File: config.mk
export PLATFORM = sky130hd
export DESIGN_NAME = dma_chunk_descriptor_generator
export DESIGN_NICKNAME = d
export VERILOG_FILES = /design/src/dcdg_pkg.sv /design/src/dma_chunk_descriptor_generator.sv
export SDC_FILE = /design/constraint.sdc
export NUM_CORES = 2
export LEC_CHECK = 0
export BUFFER_PORTS_ARGS = -buffer_cell sky130_fd_sc_hd__clkbuf_2
export CAP_MARGIN = 20
export CORE_ASPECT_RATIO = 1.25
export CORE_MARGIN = 3
export CORE_UTILIZATION = 55
export CTS_CLUSTER_DIAMETER = 200
export DETAILED_ROUTE_END_ITERATION = 7
export PLACE_DENSITY = 0.73
export SLEW_MARGIN = 15
export SYNTH_ARGS = -nofsm -noshare
export SYNTH_HDL_FRONTEND = slang
export SYNTH_SLANG_ARGS = --single-unit
File: constraint.sdc
create_clock -name clk -period 22.5 [get_ports clk]
set_clock_uncertainty 0.1 [all_clocks]
set_input_delay 4.5 -clock clk [delete_from_list [all_inputs] [get_ports clk]]
set_output_delay 4.5 -clock clk [all_outputs]
set_load 0.05 [all_outputs]
File: src/dcdg_pkg.sv
// Shared constants of the chunk descriptor generator: register indexes and widths.
// No dependencies.
package dcdg_pkg;

    localparam int unsigned ENTRY_W   = 24;
    localparam int unsigned PROD_W    = 7;
    localparam int unsigned PHASE_W   = 6;
    localparam int unsigned WORD_W    = 32;
    localparam int unsigned CFG_IDX_W = 3;

    localparam int unsigned S_DATA_W  = 8;
    localparam int unsigned M_DATA_W  = 128;
    localparam int unsigned M_USER_W  = 1;

    // Configuration register indexes
    localparam logic [CFG_IDX_W-1:0] REG_ENTRY_TOTAL    = 3'd0;
    localparam logic [CFG_IDX_W-1:0] REG_PRODUCER_TOTAL = 3'd1;
    localparam logic [CFG_IDX_W-1:0] REG_OWN_PRODUCER   = 3'd2;
    localparam logic [CFG_IDX_W-1:0] REG_CHUNK_CAP      = 3'd3;
    localparam logic [CFG_IDX_W-1:0] REG_IN_SHARD_SIZE  = 3'd4;
    localparam logic [CFG_IDX_W-1:0] REG_TILES_PER_IN   = 3'd5;
    localparam logic [CFG_IDX_W-1:0] REG_OUT_SHARD_SIZE = 3'd6;
    localparam logic [CFG_IDX_W-1:0] REG_BLOCK_SIZE     = 3'd7;

endpackage

File: src/dma_chunk_descriptor_generator.sv
// Chunk descriptor generator: walks a device block one transfer entry per item.
// Depends on dcdg_pkg.
//
//  channel | dir | handshake        | contents
//  --------+-----+------------------+------------------------------------------
//  s_*     | in  | tvalid / tready  | tdata[0] restart
//  m_*     | out | tvalid / tready  | tdata descriptor, tuser past_end,
//          |     |                  | tlast last_entry
//  cfg_*   | in  | cfg_we only      | register index cfg_addr, value cfg_wdata
//
// One item per cycle while m_* does not stall; each item passes through the input
// register and then the result register before its result shows on m_*.
// The walk state is updated in the same cycle the item moves from the input
// register to the result register; that adder/compare loop sets the clock rate.
// Reset clears the walk state, the pipeline valid bits and loads register defaults.
// A stalled m_* side holds the result; the input register still takes one more item.
module dma_chunk_descriptor_generator
    import dcdg_pkg::*;
(
    input  logic                 clk,
    input  logic                 rst_n,
    // configuration
    input  logic                 cfg_we,
    input  logic [CFG_IDX_W-1:0] cfg_addr,
    input  logic [WORD_W-1:0]    cfg_wdata,
    // input stream
    input  logic                 s_tvalid,
    output logic                 s_tready,
    input  logic [S_DATA_W-1:0]  s_tdata,   // [0] restart, [7:1] zero
    // result stream
    output logic                 m_tvalid,
    input  logic                 m_tready,
    output logic [M_DATA_W-1:0]  m_tdata,   // [23:0] entry_index, [24] owned,
                                            // [56:25] chunk_bytes, [88:57] page_index,
                                            // [120:89] shard_offset, [121] whole_entry,
                                            // [127:122] zero
    output logic [M_USER_W-1:0]  m_tuser,   // [0] past_end
    output logic                 m_tlast
);

    // Configuration registers
    logic [ENTRY_W-1:0] entry_total_reg;
    logic [PROD_W-1:0]  producer_total_reg;
    logic [PHASE_W-1:0] own_producer_reg;
    logic [WORD_W-1:0]  chunk_cap_reg;
    logic [WORD_W-1:0]  in_shard_size_reg;
    logic [WORD_W-1:0]  tiles_per_in_reg;
    logic [WORD_W-1:0]  out_shard_size_reg;
    logic [WORD_W-1:0]  block_size_reg;

    always_ff @(posedge clk or negedge rst_n)
    begin
        if (!rst_n)
        begin
            entry_total_reg    <= '0;
            producer_total_reg <= PROD_W'(1);
            own_producer_reg   <= '0;
            chunk_cap_reg      <= WORD_W'(1);
            in_shard_size_reg  <= WORD_W'(1);
            tiles_per_in_reg   <= WORD_W'(1);
            out_shard_size_reg <= WORD_W'(1);
            block_size_reg     <= '0;
        end
        else if (cfg_we)
        begin
            unique case (cfg_addr)
                REG_ENTRY_TOTAL:    entry_total_reg    <= cfg_wdata[ENTRY_W-1:0];
                REG_PRODUCER_TOTAL: producer_total_reg <= cfg_wdata[PROD_W-1:0];
                REG_OWN_PRODUCER:   own_producer_reg   <= cfg_wdata[PHASE_W-1:0];
                REG_CHUNK_CAP:      chunk_cap_reg      <= cfg_wdata;
                REG_IN_SHARD_SIZE:  in_shard_size_reg  <= cfg_wdata;
                REG_TILES_PER_IN:   tiles_per_in_reg   <= cfg_wdata;
                REG_OUT_SHARD_SIZE: out_shard_size_reg <= cfg_wdata;
                REG_BLOCK_SIZE:     block_size_reg     <= cfg_wdata;
                default:            ;
            endcase
        end
    end

    // Input register
    logic in_valid_reg;
    logic restart_reg;
    logic out_valid_reg;
    logic advance;

    // Move the held item forward whenever the result register is free or draining.
    assign advance  = in_valid_reg && (!out_valid_reg || m_tready);
    assign s_tready = !in_valid_reg || advance;

    always_ff @(posedge clk or negedge rst_n)
    begin
        if (!rst_n)
            in_valid_reg <= 1'b0;
        else if (s_tready)
            in_valid_reg <= s_tvalid;
    end

    always_ff @(posedge clk)
    begin
        if (s_tready && s_tvalid)
            restart_reg <= s_tdata[0];
    end

    // Walk state
    logic [WORD_W-1:0]  cursor_reg,    cursor_next;
    logic [ENTRY_W-1:0] count_reg,     count_next;
    logic [PHASE_W-1:0] phase_reg,     phase_next;
    logic [WORD_W-1:0]  in_off_reg,    in_off_next;
    logic [WORD_W-1:0]  out_off_reg,   out_off_next;
    logic [WORD_W-1:0]  page_base_reg, page_base_next;

    // State as seen by this item: a restart zeroes it first.
    logic [WORD_W-1:0]  cur_cursor, cur_in_off, cur_out_off, cur_page;
    logic [ENTRY_W-1:0] cur_count;
    logic [PHASE_W-1:0] cur_phase;

    assign cur_cursor  = restart_reg ? '0 : cursor_reg;
    assign cur_in_off  = restart_reg ? '0 : in_off_reg;
    assign cur_out_off = restart_reg ? '0 : out_off_reg;
    assign cur_page    = restart_reg ? '0 : page_base_reg;
    assign cur_count   = restart_reg ? '0 : count_reg;
    assign cur_phase   = restart_reg ? '0 : phase_reg;

    logic              done;
    logic              in_lt, out_lt, blk_lt;
    logic [WORD_W-1:0] in_room, out_room, blk_room;
    logic [WORD_W-1:0] min_a, min_b, size;
    logic [PROD_W-1:0] phase_inc;
    logic              last;

    always_comb
    begin
        done     = cur_count >= entry_total_reg;
        in_lt    = cur_in_off < in_shard_size_reg;
        out_lt   = cur_out_off < out_shard_size_reg;
        blk_lt   = cur_cursor < block_size_reg;
        // Room left saturates at zero once an offset reaches its limit.
        in_room  = in_lt  ? in_shard_size_reg - cur_in_off   : '0;
        out_room = out_lt ? out_shard_size_reg - cur_out_off : '0;
        blk_room = blk_lt ? block_size_reg - cur_cursor      : '0;
        min_a    = (in_room < blk_room) ? in_room : blk_room;
        min_b    = (min_a < out_room)   ? min_a   : out_room;
        size     = (chunk_cap_reg < min_b) ? chunk_cap_reg : min_b;
        last     = ({1'b0, cur_count} + (ENTRY_W+1)'(1)) == {1'b0, entry_total_reg};
        phase_inc = {1'b0, cur_phase} + PROD_W'(1);
    end

    always_comb
    begin
        cursor_next    = cur_cursor;
        count_next     = cur_count;
        phase_next     = cur_phase;
        in_off_next    = cur_in_off;
        out_off_next   = cur_out_off;
        page_base_next = cur_page;
        if (!done)
        begin
            cursor_next = cur_cursor + size;
            count_next  = cur_count + ENTRY_W'(1);
            // The chunk never runs past a shard, so hitting the room exactly is the wrap.
            if (in_lt)
            begin
                if (size == in_room)
                begin
                    in_off_next    = '0;
                    page_base_next = cur_page + tiles_per_in_reg;
                end
                else
                    in_off_next = cur_in_off + size;
            end
            if (out_lt)
                out_off_next = (size == out_room) ? '0 : cur_out_off + size;
            // Wrap the owner phase at producer_total and also at 64.
            if (phase_inc >= producer_total_reg || phase_inc[PROD_W-1])
                phase_next = '0;
            else
                phase_next = phase_inc[PHASE_W-1:0];
        end
    end

    always_ff @(posedge clk or negedge rst_n)
    begin
        if (!rst_n)
        begin
            cursor_reg    <= '0;
            count_reg     <= '0;
            phase_reg     <= '0;
            in_off_reg    <= '0;
            out_off_reg   <= '0;
            page_base_reg <= '0;
        end
        else if (advance)
        begin
            cursor_reg    <= cursor_next;
            count_reg     <= count_next;
            phase_reg     <= phase_next;
            in_off_reg    <= in_off_next;
            out_off_reg   <= out_off_next;
            page_base_reg <= page_base_next;
        end
    end

    // Result register
    logic [M_DATA_W-1:0] data_reg;
    logic                past_end_reg;
    logic                last_reg;

    always_ff @(posedge clk or negedge rst_n)
    begin
        if (!rst_n)
            out_valid_reg <= 1'b0;
        else if (advance)
            out_valid_reg <= 1'b1;
        else if (m_tready)
            out_valid_reg <= 1'b0;
    end

    always_ff @(posedge clk)
    begin
        if (advance)
        begin
            past_end_reg <= done;
            if (done)
            begin
                // Past the last entry: zero every field but the flag.
                data_reg <= '0;
                last_reg <= 1'b0;
            end
            else
            begin
                data_reg <= {6'b0,
                             size == chunk_cap_reg,
                             cur_in_off,
                             cur_page,
                             size,
                             cur_phase == own_producer_reg,
                             cur_count};
                last_reg <= last;
            end
        end
    end

    assign m_tvalid = out_valid_reg;
    assign m_tdata  = data_reg;
    assign m_tuser  = past_end_reg;
    assign m_tlast  = last_reg;

endmodule

---- After elaboration in Yosys (flattened, before gate mapping) ----
Cells that the tools add are included.
cells by class
  add/sub/neg operators ................... 10
  magnitude comparators ................... 8
  eq/ne operators ......................... 12
  muxes and demuxes ....................... 27
  reductions and logical operators ........ 17
operator list
  kind                                                                   number
  32-bit 2-to-1 mux                                                      20
  32-bit less-than comparator                                            6
  32-bit adder                                                           4
  32-bit equality test                                                   3
  32-bit subtractor                                                      3
  24-bit 2-to-1 mux                                                      2
  24-bit by 1-bit adder with 25-bit output, second input constant        1
  25-bit by 24-bit equality test with 1-bit output                       1
  24-bit by 1-bit adder with 24-bit output, second input constant        1
  24-bit >= comparator                                                   1
  6-bit 2-to-1 mux                                                       3
  2-bit AND reduction                                                    8
  3-bit equality test, second input constant                             4
  6-bit by 1-bit adder with 7-bit output, second input constant          1
  7-bit >= comparator                                                    1
  3-bit by 2-bit equality test with 1-bit output, second input constant  2
  6-bit equality test                                                    1
  3-bit by 1-bit equality test with 1-bit output, second input constant  1
  3-bit zero test                                                        1
  1-bit logical OR                                                       3
  1-bit logical AND                                                      2
  1-bit zero test                                                        2
  1-bit 2-to-1 mux                                                       2
  2-bit nonzero test                                                     1
storage, ports and cells
  flip-flop bits (word level) ............. 488
  input port bits ......................... 48
  output and inout port bits .............. 132
  word-level logic and storage cells ...... 95

---- Depth between registers and ports, before layout ----
  depth after elaboration ................. 13
  depth in mapped cells ................... 87
  depth with buffers taken out ............ 72

---- Worst setup path before layout ----
No wires, ideal clock.
  path kind ............................... register to register
  start ................................... register restart_reg
  end ..................................... register out_off_reg[31]
  library setup time ...................... 0.069 ns
  arrival time ............................ 16.395 ns
  required time ........................... 22.331 ns
  slack ................................... 5.936 ns
  cell stages (with the launch flop) ...... 82
  buffers on the path ..................... 17
  clock period less this slack ............ 16.564 ns
  cells stage by stage .................... edfxtp_1 clkbuf_1 buf_1 buf_2 clkbuf_1 clkbuf_1 nor2b_1 ha_1 inv_1 fa_1 a211oi_1 o21a_1 nor4_2 o21ai_1 a21oi_1 clkbuf_1 buf_1 buf_1 [... 46 more ...] a21o_1 a21o_1 a2111oi_0 o31ai_1 o211ai_1 a31oi_1 a211oi_1 o21bai_1 a21o_1 a41o_1 or4_1 a31o_2 o21ai_0 nand2b_1 a21oi_1 xor2_1 or3b_2 nand3_1
on the way
  longest elaborated chain between the ends .. 13
  elaborated cells between the ends (all ways) .. 25
  classes of those cells .................. add/sub: 4; order compare: 7; eq/ne: 1; mux: 13
RTL lines
  element                                                      line                                                                          source
  from (decl)                                                  dma_chunk_descriptor_generator.sv:82                                          logic restart_reg;
  from (signal assigned)                                       dma_chunk_descriptor_generator.sv:101                                         restart_reg <= s_tdata[0];
  32-bit 2-to-1 mux (on tied branches)                         dma_chunk_descriptor_generator.sv:118, dma_chunk_descriptor_generator.sv:117
  32-bit subtractor, or another cell as far along              dma_chunk_descriptor_generator.sv:138                                         in_room = in_lt ? in_shard_size_reg - cur_in_off : '0;
  32-bit 2-to-1 mux (on tied branches)                         dma_chunk_descriptor_generator.sv:138, dma_chunk_descriptor_generator.sv:140
  32-bit less-than comparator                                  dma_chunk_descriptor_generator.sv:141                                         min_a = (in_room < blk_room) ? in_room : blk_room;
  32-bit 2-to-1 mux                                            dma_chunk_descriptor_generator.sv:141
  32-bit less-than comparator                                  dma_chunk_descriptor_generator.sv:142                                         min_b = (min_a < out_room) ? min_a : out_room;
  32-bit 2-to-1 mux (*)                                        dma_chunk_descriptor_generator.sv:142
  32-bit less-than comparator                                  dma_chunk_descriptor_generator.sv:143                                         size = (chunk_cap_reg < min_b) ? chunk_cap_reg : min_b;
  32-bit 2-to-1 mux (*)                                        dma_chunk_descriptor_generator.sv:143
  net size[1]                                                  dma_chunk_descriptor_generator.sv:127                                         logic [WORD_W-1:0] min_a, min_b, size;
  32-bit adder / 32-bit equality test (equally long branches)  dma_chunk_descriptor_generator.sv:172                                         out_off_next = (size == out_room) ? '0 : cur_out_off + size;
  32-bit 2-to-1 mux (*)                                        dma_chunk_descriptor_generator.sv:172
  32-bit 2-to-1 mux (*)                                        dma_chunk_descriptor_generator.sv:171                                         if (out_lt)
  32-bit 2-to-1 mux (*)                                        dma_chunk_descriptor_generator.sv:156                                         if (!done)
  to (signal assigned)                                         dma_chunk_descriptor_generator.sv:198                                         out_off_reg <= out_off_next;
  to (decl)                                                    dma_chunk_descriptor_generator.sv:109                                         logic [WORD_W-1:0] out_off_reg, out_off_next;
Mark *: on every way through the listed nets, which the timed path passes. The rest lies on a longest branch.
A chain may end at the register's enable or synchronous reset.

---- Worst setup path in the final report ----
Ends and elaborated chain as after synthesis.

==> summary.md <==
| Metric | Value |
|---|---|
| HP Class | `flop to flop` |
| Setup CP Type | `flop to flop` |
| Top Layer Used | `met4` |
| Gr ovfl total | `0` |
| Status | `complete, no violations` |
| DRC viols | `0` |
| Die area | `0.0701 mm^2` |
| Share of cells above drive strength 1 | `0.141` |
| Chip width | `237 um` |
| Area growth syn-to-layout | `9.96%` |
| Max stage delay on crit path | `0.90 ns` |
| Final Hold Fails | `0` |
| Slew Viols, Final | `0` |
| RePlAce Congestion | `1.04` |
| Setup slack, reg-to-reg | `2.34 ns` |
| Buffers added on ports | `166` |
| RSZ-0062 raised after global routing | `no` |
| Worst EP arrival | `20.61 ns` |
| Routed wire length | `120000 um` |
| Wl on met1 | `49200 um` |
| Clk_lat worst skew | `0.62 ns` |
| # IOs | `180` |
| Starting Density | `0.558` |
| Largest net degree at the start of global routing | `118` |
| Ys async rst share | `0.741` |
| Critical Path RT | `22.95 ns` |
| Number of flip-flops in the largest register | `122` |
| Max-cap viol count | `0` |
| Post CTS Setup Buffer Count | `0` |
| Synth cell types | `111` |
| Ys flop type | `dfrtp_1` |
| Routed vias | `31100` |
| WL met3 | `6330 um` |
| Critical Path Slowest Stage Cell | `nor2_1` |
| Critical path peak fanout | `61` |
| GRT Total Usage | `0.338` |
| CTS max path bufs | `3` |
| FMAX | `49.6 MHz` |
| Slew @ Worst Pin | `1.15 ns` |
| Post-Syn Area | `0.0368 mm^2` |
| Hold Buf Count CTS | `0` |
| Number of global-route vias before repair | `30700` |
| Layout fillers | `5671` |
| Nets | `4558` |
| TNS Setup | `0 ns` |
| Via/cell ratio | `6.17` |
| Buf+Inv Stages, Crit Path | `11` |
| Post-synthesis sequential area ratio | `0.345` |
| First-pass GRT wire length | `182000 um` |
| # rows | `105` |
| Per-cell routed wire length | `23.8 um` |
| Met2 Wirelength | `57200 um` |
| First-pass DRT Iterations | `6` |
| CTS tree | `built` |
| Syn avg cell area | `9.26 um^2` |
| H-tree depth | `2` |
| Ys Warns | `0` |
| Core area | `0.0660 mm^2` |
| Flops & latches, synth | `482` |
| DR iter-0 viols | `2145` |
| Resized Gates After CTS | `0` |
| Antenna Nets Post-Route | `0` |
| Cell class contributing the biggest share of worst-path delay | `compound AO/OA/AOI/OAI gates` |
| Setup-failing EPs final | `0` |
| Most frequent CP cell | `buf_4` |
| Min cycle time layout | `20.16 ns` |
| Crit start category | `flop` |
| Die H | `295 um` |
| Cells after Synth | `3974` |
| Relative slew margins | `0.231` |
| EDFF count, synth | `125` |
| Clk sink count | `482` |
| Critical Path End Type | `flop` |
| DP HPWL | `93600 um` |
| Worst-path clk slew | `0.06 ns` |
| CTS buffer count | `52` |
| Initial antenna violation count | `5` |
| Root Buffer | `clkbuf_16` |
| Final period utilization | `0.896` |
| # diodes | `0` |
tightest hold or removal path: stages, from the launching register on:
cell and delay, ns:
dfrtp_1 0.34, nand2_1 0.05, o41ai_1 0.05
cells in the mapped netlist, types with 59 or more instances:
| cell type | count | share of area |
|---|---|---|
| nor2b_1 | 86 | 0.015 |
| o21ai_0 | 203 | 0.028 |
| mux2_2 | 188 | 0.058 |
| nor2_1 | 219 | 0.022 |
| nand4_1 | 59 | 0.010 |
| clkbuf_1 | 99 | 0.010 |
| nand2_1 | 389 | 0.040 |
| edfxtp_1 | 125 | 0.10 |
| inv_1 | 277 | 0.028 |
| and2_1 | 74 | 0.013 |
| nor3_1 | 90 | 0.012 |
| a21oi_1 | 210 | 0.029 |
| a21o_1 | 106 | 0.022 |
| ha_1 | 357 | 0.12 |
| xor2_1 | 92 | 0.022 |
| nand3_1 | 84 | 0.011 |
| dfrtp_1 | 352 | 0.24 |
| a22o_1 | 109 | 0.026 |
| xnor2_1 | 221 | 0.053 |
cell usage in the layout (no fill, tap or decap), types with 14 or more instances in the layout:
| cell | instances |
|---|---|
| nand4_1 | 59 |
| xnor2_1 | 221 |
| mux2i_1 | 38 |
| o21ai_1 | 18 |
| a2111oi_0 | 15 |
| o211ai_1 | 16 |
| a211oi_1 | 24 |
| or3_1 | 29 |
| buf_4 | 87 |
| a31oi_1 | 32 |
| mux2_2 | 188 |
| a21oi_1 | 209 |
| o21bai_1 | 24 |
| clkbuf_16 | 52 |
| o21ai_0 | 201 |
| nor3_1 | 86 |
| dfrtp_1 | 352 |
| nor2_1 | 216 |
| nand2b_1 | 39 |
| o22ai_1 | 14 |
| nor4_1 | 19 |
| and3_1 | 31 |
| and2_1 | 74 |
| clkbuf_2 | 165 |
| inv_1 | 276 |
| ha_1 | 357 |
| a21o_1 | 106 |
| nand2_1 | 388 |
| o31ai_1 | 21 |
| xor2_1 | 92 |
| or2_2 | 16 |
| a211o_1 | 14 |
| a22o_1 | 109 |
| clkbuf_1 | 18 |
| nor2b_1 | 86 |
| edfxtp_1 | 125 |
| o21a_1 | 28 |
| nand3_1 | 84 |
per-stage QoR:
stage | util | setup slack (ns) | hold WS, ns | area (um^2) | cells
finish | 0.614 | 2.34 | 0.377 | 40500 | 5045
detailed placement | 0.588 | 2.72 | 0.363 | 38800 | 4948
global route | 0.614 | 1.51 | 0.400 | 40500 | 5045
global placement | 0.588 | 2.87 | 0.356 | 38800 | 4947
floorplan | - | 5.94 | 0.342 | 36800 | 3979
CTS | 0.614 | 2.66 | 0.377 | 40500 | 5045
final timing paths:
kind,from,endpoint,cells after the start
min in group asynchronous,rst_n,entry_total_reg[6],1
min,in_off_reg[22],in_off_reg[22],2
max in group asynchronous,rst_n,in_off_reg[26],3
max,restart_reg,out_off_reg[31],69
max reg2reg,restart_reg,out_off_reg[31],69
min reg2reg,in_off_reg[22],in_off_reg[22],2
layer usage:
| metal | global-route usage | vias to the layer above |
|---|---|---|
| li1 | - | 14700 |
| met1 | 0.425 | 15200 |
| met2 | 0.580 | 992 |
| met3 | 0.0323 | 257 |
| met4 | 0.177 | 0 |
| met5 | 0 | - |
cell type report:
cell class,instances,area (um^2),area share
clock buffers,75,1440,0.0355
clock inverters,22,230,0.00569
inverters,279,1050,0.0261
multi-input cells,3077,22500,0.556
flip-flops and latches,482,12700,0.314
well taps,856,1070,0.0265
repair buffers,254,1500,0.0370
kinds of logic (layout without fill, tap and decap cells):
group           count (synthesis)  after routing  share of synthesized area
simple gates                 1195           1195                      0.160
compound gates                970            970                      0.180
flops                         482            482                      0.345
buf+inv                       420            630                     0.0460
fa+ha+maj                     364            364                      0.125
xor+xnor                      313            313                     0.0745
mux                           229            229                     0.0692
other cells                     1              6                   0.000102
Power is not shown: default switching activity piles up to over one toggle a cycle in this logic, so the estimate is an artifact.
